<file path="config.mk">
export PLATFORM = sky130hd
export DESIGN_NAME = dmsu_cell
export DESIGN_NICKNAME = d
export VERILOG_FILES = /design/src/design/dmsu_pkg.sv /design/src/design/dmsu_cell.sv
export SDC_FILE = /design/constraint.sdc
export NUM_CORES = 1
export LEC_CHECK = 0
export BUFFER_PORTS_ARGS = -buffer_cell sky130_fd_sc_hd__buf_2
export CAP_MARGIN = 20
export CORE_MARGIN = 2
export CORE_UTILIZATION = 45
export CTS_CLUSTER_DIAMETER = 150
export CTS_CLUSTER_SIZE = 10
export DETAILED_ROUTE_END_ITERATION = 10
export HOLD_SLACK_MARGIN = 0.12
export MAX_ROUTING_LAYER = met4
export PLACE_DENSITY = 0.82
export SYNTH_ARGS = -nofsm -noshare
export SYNTH_HDL_FRONTEND = slang
export SYNTH_SLANG_ARGS = --single-unit
</file>
<file path="constraint.sdc">
create_clock -name clk -period 5.3 [get_ports clk]
set_input_delay 0.795 -clock clk [delete_from_list [all_inputs] [get_ports clk]]
set_output_delay 0.795 -clock clk [all_outputs]
set_load 0.1 [all_outputs]
</file>
<file path="src/design/dmsu_pkg.sv">
// ----------------------------------------------------------------------------
// dmsu_pkg
// Shared constants and types of the descending merge sorter.
// ----------------------------------------------------------------------------
`default_nettype none

package dmsu_pkg;

    // Capacity of one set and width of the stored keys.
    localparam int MAX_ITEMS    = 64;
    localparam int KEY_BITS     = 32;
    localparam int IN_KEY_BITS  = 32;
    localparam int OUT_KEY_BITS = 32;
    localparam int OUT_POS_BITS = 6;

    // Derived widths.
    localparam int POS_BITS = (MAX_ITEMS > 1) ? $clog2(MAX_ITEMS) : 1;
    localparam int CNT_BITS = $clog2(MAX_ITEMS + 1);

    // One stored record of a cell.
    typedef struct packed {
        logic                valid;
        logic [KEY_BITS-1:0] key;
        logic [POS_BITS-1:0] pos;
    } entry_t;

    // Commands broadcast to every cell of the chain.
    typedef struct packed {
        logic insert;
        logic pop;
    } cell_ctrl_t;

    // Controller states.
    typedef enum logic {
        ST_LOAD,
        ST_DRAIN
    } state_t;

endpackage

`default_nettype wire

</file>
<file path="src/design/dmsu_cell.sv">
// ----------------------------------------------------------------------------
// dmsu_cell
// One cell of the sorting chain: holds one record, inserts or shifts.
// ----------------------------------------------------------------------------
`default_nettype none

module dmsu_cell (
    input  wire logic                          clk,
    input  wire logic                          rst_n,
    input  wire dmsu_pkg::cell_ctrl_t          ctrl,
    input  wire logic [dmsu_pkg::KEY_BITS-1:0] new_key,
    input  wire logic [dmsu_pkg::POS_BITS-1:0] new_pos,
    input  wire dmsu_pkg::entry_t              up,
    input  wire logic                          up_take,
    input  wire dmsu_pkg::entry_t              down,
    output dmsu_pkg::entry_t                   entry,
    output logic                               take
);

    logic                          valid_reg;
    logic                          valid_next;
    logic [dmsu_pkg::KEY_BITS-1:0] key_reg;
    logic [dmsu_pkg::KEY_BITS-1:0] key_next;
    logic [dmsu_pkg::POS_BITS-1:0] pos_reg;
    logic [dmsu_pkg::POS_BITS-1:0] pos_next;

    // The new item belongs at or before this cell when the cell is empty or
    // holds a key no larger; equal keys put the later arrival first.
    assign take = !valid_reg || (new_key >= key_reg);

    // Next record: pull from below when draining, else shift down or insert.
    always_comb
    begin
        valid_next = valid_reg;
        key_next   = key_reg;
        pos_next   = pos_reg;
        if (ctrl.pop)
        begin
            valid_next = down.valid;
            key_next   = down.key;
            pos_next   = down.pos;
        end
        else if (ctrl.insert)
        begin
            if (up_take)
            begin
                valid_next = up.valid;
                key_next   = up.key;
                pos_next   = up.pos;
            end
            else if (take)
            begin
                valid_next = 1'b1;
                key_next   = new_key;
                pos_next   = new_pos;
            end
        end
    end

    // Occupancy flag is control state and is cleared at reset.
    always_ff @(posedge clk or negedge rst_n)
    begin
        if (!rst_n)
        begin
            valid_reg <= 1'b0;
        end
        else
        begin
            valid_reg <= valid_next;
        end
    end

    // Record payload.
    always_ff @(posedge clk)
    begin
        key_reg <= key_next;
        pos_reg <= pos_next;
    end

    assign entry.valid = valid_reg;
    assign entry.key   = key_reg;
    assign entry.pos   = pos_reg;

endmodule

`default_nettype wire

</file>
Word level (Yosys, flattened, before mapping)
Index checks and enable logic that the tools add are counted.
Widths: inputs -> output; s select.
{"block": "totals", "inputBits": 121, "regBits": 39}
{"block": "classes", "reduce_logical": 5, "mux": 12, "n_lt_le_gt_ge": 1}
{"cell": "$mux 32", "n": 4}
{"cell": "$ge 32x32->1", "n": 1}
{"cell": "$mux 6", "n": 4}
{"cell": "$mux 1", "n": 4}
{"cell": "$reduce_bool 3->1", "n": 1}
{"cell": "$reduce_and 2->1", "n": 1}
{"cell": "$reduce_bool 2->1", "n": 1}
{"cell": "$logic_not 1->1", "n": 1}
{"cell": "$logic_or 1x1->1", "n": 1}

Logic depth before layout (Yosys ltp)
Gate-level depths: netlist of run 1.
{"block": "depth", "depth_word": 6, "ltp_mapped": 7}

Least setup slack after synthesis of run 1
No wires, ideal clock.
{"block": "synth_timing", "path_kind": "reg-to-reg", "from": "register key_reg[29] in the netlist's numbering", "to": "register key_reg[0] in the netlist's numbering (enable)", "n_path_buf": 0, "period_less_slack_ns": 4.552, "stages_incl_launch_ff": 7, "arrival_ns": 4.096, "path_slack_ns": 0.748, "cell_sequence": "edfxtp_1 -> inv_1 -> ha_1 -> nand4_2 -> nor4_2 -> o311ai_2 -> a31oi_1"}
{"block": "synth_between", "elab_chain_cells": 4}
{"item": "start, declared", "line": "dmsu_cell.sv:22", "source": "logic [dmsu_pkg::KEY_BITS-1:0] key_reg;"}
{"item": "start signal, assigned", "line": "dmsu_cell.sv:76", "source": "key_reg <= key_next;"}
{"item": "$ge 32x32->1", "line": "dmsu_cell.sv:29", "source": "assign take = !valid_reg || (new_key >= key_reg);"}
{"item": "$logic_or 1x1->1", "line": "dmsu_cell.sv:29"}
{"item": "$reduce_bool 3->1 (no line)"}
{"item": "$reduce_and 2->1 (no line)"}
No other way between the ends.
A chain may end at the register's enable or synchronous reset.

Worst setup path in the final report of run 1
{"block": "layout_timing", "from": "input port new_key[19] in the netlist's numbering", "to": "output port take"}
{"block": "layout_between", "elab_chain_cells": 2}
{"item": "start, declared", "line": "dmsu_cell.sv:11", "source": "input wire logic [dmsu_pkg::KEY_BITS-1:0] new_key,"}
{"item": "$ge 32x32->1", "line": "dmsu_cell.sv:29"}
{"item": "$logic_or 1x1->1", "line": "dmsu_cell.sv:29"}
{"item": "end, declared", "line": "dmsu_cell.sv:17", "source": "output logic take"}
No other way between the ends.

==> summary by stage, run 1 <==
Run status
The flow ran to the end, and the final reports show no timing, DRC or antenna violations.

Timing
The final-report hold violation count was 0. The final setup violation count is 0. After layout, the minimum clock period comes to around 3400 ps. Dividing the final minimum period by the clock period gives 0.649. For the pin with the worst max-slew slack, the measured transition is 677 ps.

The count of final max-slew check failures came to 0. Static timing analysis puts the maximum clock frequency at approximately 290 MHz. Setup repair after global routing left no endpoint under its margin.

The setup total negative slack is 0 ps. Hold is met by around 260 ps. Between clock sinks in the finished design, the worst skew comes to roughly 5.7 ps. The worst max-slew margin expressed relative to the limit is 0.549.

Floorplanning
The floorplan step set the die width to between 80 and 90 um. For this configuration, the core starts out at a cell density of 0.473. The die covers 6950 um^2.

Row generation in the floorplan step produced 28 rows. The die is 83.3 um tall. For this design the top-level I/O count stands at roughly 160. The area of the core is 5990 um^2.

Critical path
Counting stages on the worst path, the most repeated cell is sky130_fd_sc_hd__buf_2. The critical path is of the input pin to output pin type. The worst setup path is captured at an output pin. The cell family contributing the most delay on the critical path is compound AO/OA/AOI/OAI gates. STA classifies the critical path startpoint as an input pin. Walking the worst path, the cells encountered are buf_2 > ha_1 > a21oi_1 > o21ai_0 > a221o_1 > nor3b_1 > nand2_1 > buf_2. The critical path required time is about 4500 ps. The slowest library cell on the worst path is sky130_fd_sc_hd__nor3b_1. Of all nets on the critical path, the largest fanout is 2. The critical path's largest stage delay is 400 ps.

The buffer and inverter count on the worst path is 2. The data arrival at the endpoint of the critical path is around 2600 ps.

GRT
Entering global routing, the biggest net connects 81 pins. The first-pass GRT wire length is between 10000 and 15000 um. The initial antenna violation count is 0. The total routing usage reported by global routing is 0.202.

Summed over all layers, the global routing overflow is 0. The number of global-route vias before repair came to ~2.6k.

Placed design
The number of buffers inserted by port buffering is between 150 and 200. The HPWL after detailed placement is ~5400 um. The congestion estimate from routability-driven global placement came to 0.786. Counting tap cells, the placed design contains a total of slightly above 500 instances.

Clock tree
In this run the number of H-tree levels came out at 2. The total clock buffers created by CTS is 5. The later pin in the worst-skew pair is clocked with a latency of roughly 290 ps. The clock transition at the register clock pins on the worst setup and hold paths after CTS is about 80 ps. The post-cts resize count is 0. For this design, the sink count on the clock tree is 39. The clock tree root driver cell is sky130_fd_sc_hd__clkbuf_8. The count of buffers added by post-CTS timing repair for setup is 0. The number of hold buffers added after cts is 0. The TritonCTS clock tree is built. No sink is reached through more buffers than the 2 on the longest clock path.

Logic synthesis
The biggest area contributor in the post-synthesis netlist is sky130_fd_sc_hd__edfxtp_1. The area share of the largest cell type after synthesis is 0.403. The synthesized netlist occupies a cell area of about 2800 um^2. The instance count of the mapped netlist is approximately 290. Synthesis inferred 39 register bits. The unique cell type count in the Yosys netlist is 28.

Counting every net in the synthesized netlist gives 444. During synthesis, Yosys emitted a total of 0 warnings. Ranked by total cell area, the synthesized netlist is headed by sky130_fd_sc_hd__edfxtp_1, sky130_fd_sc_hd__ha_1, sky130_fd_sc_hd__mux2i_1, sky130_fd_sc_hd__o21ai_0, sky130_fd_sc_hd__nand2_1.

The post-synthesis average cell area is about 10 um^2. The sequential cell area fraction in the yosys report is 0.412.

Layout
Across the whole layout, storage elements account for 1170 um^2. The number of flip-flops under the largest register name is 32. Fill cells in the final layout number roughly 530. The most common cell after layout, fill and taps aside is sky130_fd_sc_hd__buf_2.

Once layout is complete, the utilization of the core stands at 0.631. The area occupied by multi-input gates is ~1500 um^2. The final layout contains around 600 nets. The number of antenna diodes in the final layout is 0. In the layout the commonest cells are sky130_fd_sc_hd__buf_2, sky130_fd_sc_hd__nand2_1, sky130_fd_sc_hd__o21ai_0, sky130_fd_sc_hd__mux2i_1, sky130_fd_sc_hd__edfxtp_1. The area growth from synthesis to layout is 33.4%. The finished layout holds 522 standard cells, fillers aside. In the final layout, the share of cells above drive strength 1 is 0.391.

Min path
In this run the worst hold path is classified as input pin to async pin.

Drt
Before antenna repair, the detailed router went through 4 iterations. Using the TritonRoute via totals, the vias-per-cell ratio works out to around 5. The count of nets left with antenna violations once routing finished came out at 0.

The detailed-route via count is between 2k and 3k. The first-iteration detailed-routing DRC count is 80. The mean routed wirelength per cell is 13.1 um. The post-route DRC violation count is 0.

The total routed wirelength is about 6800 um.

Pwr
The standby leakage power is approximately 2.0 nW. In this run the power density over the cells is approximately 280 nW/um^2. IR analysis of the VDD net gives a maximum drop of roughly 0.16 mV.

Run
Max-cap violations in this run came to 0.
==> worst paths after layout <==
path	startpoint	end	slack, ps	cells after the start
min in group clk	valid_reg	valid_reg	650	2
worst min-delay path	rst_n	valid_reg	260	1
max in group asynchronous	rst_n	valid_reg	4960	1
worst max register to register	key_reg[19]	key_reg[13]	2830	8
worst max-delay path	new_key[19]	take	1860	8
worst min register to register	valid_reg	valid_reg	650	2
==> cells in the mapped netlist <==
| cell | count |
|---|---|
| sky130_fd_sc_hd__o21ai_0 | 44 |
| sky130_fd_sc_hd__a21oi_1 | 12 |
| sky130_fd_sc_hd__edfxtp_1 | 38 |
| sky130_fd_sc_hd__buf_4 | 1 |
| sky130_fd_sc_hd__nor2b_1 | 1 |
| sky130_fd_sc_hd__nor4b_2 | 1 |
| sky130_fd_sc_hd__o22ai_1 | 1 |
| sky130_fd_sc_hd__dfrtp_1 | 1 |
| sky130_fd_sc_hd__clkbuf_1 | 10 |
| sky130_fd_sc_hd__nand3_1 | 3 |
| sky130_fd_sc_hd__o311ai_2 | 1 |
| sky130_fd_sc_hd__nor3_1 | 2 |
| sky130_fd_sc_hd__nand2b_4 | 1 |
| sky130_fd_sc_hd__a221o_1 | 1 |
| sky130_fd_sc_hd__nor3b_1 | 1 |
| sky130_fd_sc_hd__inv_1 | 34 |
| sky130_fd_sc_hd__nand2_1 | 48 |
| sky130_fd_sc_hd__nor4_2 | 1 |
| sky130_fd_sc_hd__nand4_2 | 1 |
| sky130_fd_sc_hd__a2111oi_4 | 1 |
| sky130_fd_sc_hd__nor2_1 | 5 |
| sky130_fd_sc_hd__nand4_1 | 4 |
| sky130_fd_sc_hd__a21o_1 | 3 |
| sky130_fd_sc_hd__buf_2 | 4 |
| sky130_fd_sc_hd__ha_1 | 32 |
| sky130_fd_sc_hd__o21a_1 | 1 |
| sky130_fd_sc_hd__mux2i_1 | 38 |
| sky130_fd_sc_hd__a31oi_1 | 1 |
==> power breakdown <==
group | internal, mW | total (mW) | switching, mW
clock | 0.0898 | 0.192 | 0.102
sequential | 0.381 | 0.395 | 0.0140
combinational | 0.119 | 0.488 | 0.369
total | 0.590 | 1.08 | 0.486
==> layer usage <==
layer,global-route usage,share of wire
met4,0.0477,0.0097
met3,0.0477,0.072
met1,0.223,0.41
met2,0.369,0.51
met5,-,0
==> area by class of cell <==
cell class / count / share of cell area
multi-input cells: 203 / 0.394
flip-flops and latches: 39 / 0.309
repair buffers: 163 / 0.218
inverters: 34 / 0.0338
well taps: 75 / 0.0248
clock buffers: 6 / 0.0192
clock inverters: 2 / 0.00199
==> kinds of logic after synthesis <==
| family | Yosys count | synth area share |
|---|---|---|
| flops | 39 | 0.412 |
| mux | 38 | 0.134 |
| fa+ha+maj | 32 | 0.141 |
| simple gates | 68 | 0.112 |
| compound gates | 65 | 0.133 |
| buf+inv | 49 | 0.0680 |
==> through the flow <==
stage               cell area (um^2)  power (mW)  setup slack [ps]
floorplan                       2830       0.784               748
finish                          3780        1.08              1860
detailed placement              3700       0.894              1810
CTS                             3780        1.09              1810
global placement                3700       0.883              1810
global route                    3780        1.13              1660
(Power assumes the default switching activity.)
==> run 2: changes to the inputs <==
==> constraint.sdc (replaced) <==
create_clock -name clk -period 3.55 [get_ports clk]
set_input_delay 0.5325 -clock clk [delete_from_list [all_inputs] [get_ports clk]]
set_output_delay 0.5325 -clock clk [all_outputs]
set_load 0.1 [all_outputs]
==> summary by stage, run 2 (synthesized netlist as in run 1, its figures left out) <==
Run status
Outcome: complete, no violations (unchanged).

Layout
The signed area change from the synthesized netlist to the final layout is 35.2% (was 33.4%). The number of flip-flops under the largest register name is 32 (unchanged). The final instance area is 3830 um^2 (was 3780 um^2). The most common cell after layout, fill and taps aside is sky130_fd_sc_hd__buf_2 (unchanged). The net count of the finished layout came to 600 (was 599). The total inserted antenna cells is 0 (unchanged). Top library cells by usage in the layout, fill and taps aside: sky130_fd_sc_hd__buf_2, sky130_fd_sc_hd__nand2_1, sky130_fd_sc_hd__o21ai_0, sky130_fd_sc_hd__mux2i_1, sky130_fd_sc_hd__edfxtp_1 (unchanged). The share of cells above drive strength 1 is 0.395 (was 0.391). The count of filler cells inserted in the layout is 532 (unchanged).

Timing
The worst hold slack came to 470 ps (was 261 ps). Static timing analysis puts the maximum clock frequency at around 330 MHz. The final setup violation count is 0 (unchanged).

The worst max-slew margin expressed relative to the limit is 0.556 (was 0.549). The final-report hold violation count is 0 (unchanged). The setup total negative slack is 0 ps (unchanged). For the finished layout, the period the worst path requires is about 3000 ps. The pin slew with the least headroom to its limit is 666 ps (was 677 ps). Unrepaired setup endpoints after global routing: false (unchanged). The final period utilization is 0.845.

The count of final max-slew check failures is 0 (unchanged). The smallest setup slack after layout is 549 ps (was 1860 ps). The clock skew came to 4.79 ps (was 5.69 ps).

GRT
The met3 capacity usage during global routing came to 0.0417 (was 0.0477). The total routing usage reported by global routing came to 0.217 (was 0.202). The number of global-route vias before repair came to 2632 (was 2595). The initial antenna violation count is 0 (unchanged). The global-route layer with the greatest usage is met2 (unchanged). The global-route met1 utilization is 0.260 (was 0.223).

The met2 layer usage reported by global route is 0.378 (was 0.369). The pin count of the biggest net entering global routing is 59 (was 81). The total global routing overflow came to 0 (unchanged).

The first-pass GRT wire length is 12000 um (was 11200 um).

Clock tree
The latest clock arrival within the worst-skew pair is 290 ps (about the same). The number of sinks driven by the clock tree came to 39 (unchanged). The number of buffers on the longest clock path is 2 (unchanged). The TritonCTS clock tree is built (unchanged). The total clock buffers created by CTS came to 5 (unchanged). The clock tree root driver cell is sky130_fd_sc_hd__clkbuf_8 (unchanged). The count of buffers added by post-CTS timing repair for setup is 0 (unchanged). The clock transition at the register clock pins on the worst setup and hold paths after CTS is 70 ps (was 80 ps). The maximum level of the CTS H-tree is 2 (unchanged).

Drt
The detailed-routing iteration count for the pre-antenna-repair pass is 5 (was 4). The total routed wirelength is 7000 um (was 6830 um). The count of nets left with antenna violations after detail routing was 0 (unchanged). The post-route DRC violation count is 0 (unchanged). The first-iteration detailed-routing DRC count was 114 (was 80). The number of vias per cell is 4.97 (was 5.02). The detailed-route via count is 2601 (was 2622). The mean routed wirelength per cell came to 13.4 um (was 13.1 um).

Critical path
The critical path required time is 3020 ps (was 4510 ps). The type of the worst setup path is flop to output pin (was input pin to output pin). The kind of end point of the critical path is an output pin (unchanged). The highest fanout seen on the critical path came to 3 (was 2).

The data arrival at the endpoint of the critical path is 2470 ps (was 2640 ps). The type of origin of the critical path is a flop (was input pin).

Pwr
The cell-internal power came to 955 uW (was 590 uW). The part of the power in the clock network is 0.216 (was 0.179). The total net switching power came to 733 uW (was 486 uW). The power per standard cell area is 441 nW/um^2 (was 285 nW/um^2).

The share of total power in sequential cells is 0.350 (was 0.367). The relative contribution of combinational cells to total power is 0.435 (was 0.454). The fraction of power spent switching nets is 0.434 (was 0.451).

The overall power consumption is 1.69 mW (was 1.08 mW). The standby leakage power is 2.00 nW (was 1.97 nW). The maximum VDD drop was 0.263 mV (was 0.165 mV).

Run
The number of max-cap violations is 0 (unchanged).

Floorplanning
The count of pins on the block boundary is 161 (unchanged). The die area is 6950 um^2 (unchanged). The die width came to 83.3 um (unchanged). The area of the core is 5990 um^2 (unchanged).

The number of placement rows was 28 (unchanged). The effective utilization at floorplan is 0.473 (unchanged). The vertical extent of the die came to 83.3 um (unchanged).

Placed design
The instance area at placement came to 3710 um^2 (was 3700 um^2). The number of buffers inserted by port buffering came to 160 (unchanged). The worst setup slack after placement is 568 ps (was 1810 ps). The final weighted congestion of routability-driven global placement is 0.797 (was 0.786).

The HPWL after detailed placement is 5650 um (was 5400 um).

Min path
The type of the tightest min-delay check is input pin to flop (was input pin to async pin).
run 2: power by group through the flow:
stage	sequential (mW)	clock [mW]	combinational, mW
final	0.591	0.364	0.734
after global routing	0.598	0.402	0.787
after CTS	0.591	0.375	0.739
after detailed placement	0.601	0	0.737
after global placement	0.598	0	0.724
after floorplan	0.954	0	0.217
run 2: worst paths after layout:
path	cells after the start	to	slack, ps	start
max	8	take	550	key_reg[30]
min	3	valid_reg	470	down[38]
max reg2reg	8	key_reg[12]	1000	key_reg[23]
min reg2reg	2	valid_reg	660	valid_reg
max in group asynchronous	2	valid_reg	2910	rst_n
min in group asynchronous	2	valid_reg	550	rst_n
run 2: timing repair:
item,4_1_cts,5_1_grt
gates resized for setup,0,0
hold buffers,1,0
endpoints found under the hold margin,1,0
run 2: layer usage:
| layer | vias up | wire (um) | share of wire |
|---|---|---|---|
| li1 | 1341 | - | - |
| met1 | 1159 | 2890 | 0.41 |
| met2 | 91 | 3590 | 0.51 |
| met3 | 10 | 414 | 0.059 |
| met4 | 0 | 98 | 0.014 |
| met5 | - | 0 | 0 |
run 2: area by class of cell:
type	count	area [um^2]	area share
multi-input combinational	203	1490	0.389
clock buffer	5	68.8	0.0180
inverter	34	128	0.0333
sequential	39	1170	0.304
clock inverter	3	38.8	0.0101
tap	75	93.8	0.0245
timing repair buffer	164	846	0.221
run 2: critical path, stage by stage (launching register included):
cell	delay (ps)
sky130_fd_sc_hd__edfxtp_1	390
sky130_fd_sc_hd__inv_1	70
sky130_fd_sc_hd__ha_1	250
sky130_fd_sc_hd__a21oi_1	150
sky130_fd_sc_hd__nand2_1	70
sky130_fd_sc_hd__a221o_1	340
sky130_fd_sc_hd__nor3b_1	420
sky130_fd_sc_hd__nand2_1	160
sky130_fd_sc_hd__buf_2	330
run 2: through the flow:
stage / instances / utilization
global route: 523 / 0.639
global placement: 514 / 0.620
floorplan: 291 / -
CTS: 523 / 0.639
detailed placement: 514 / 0.620
finish: 523 / 0.639
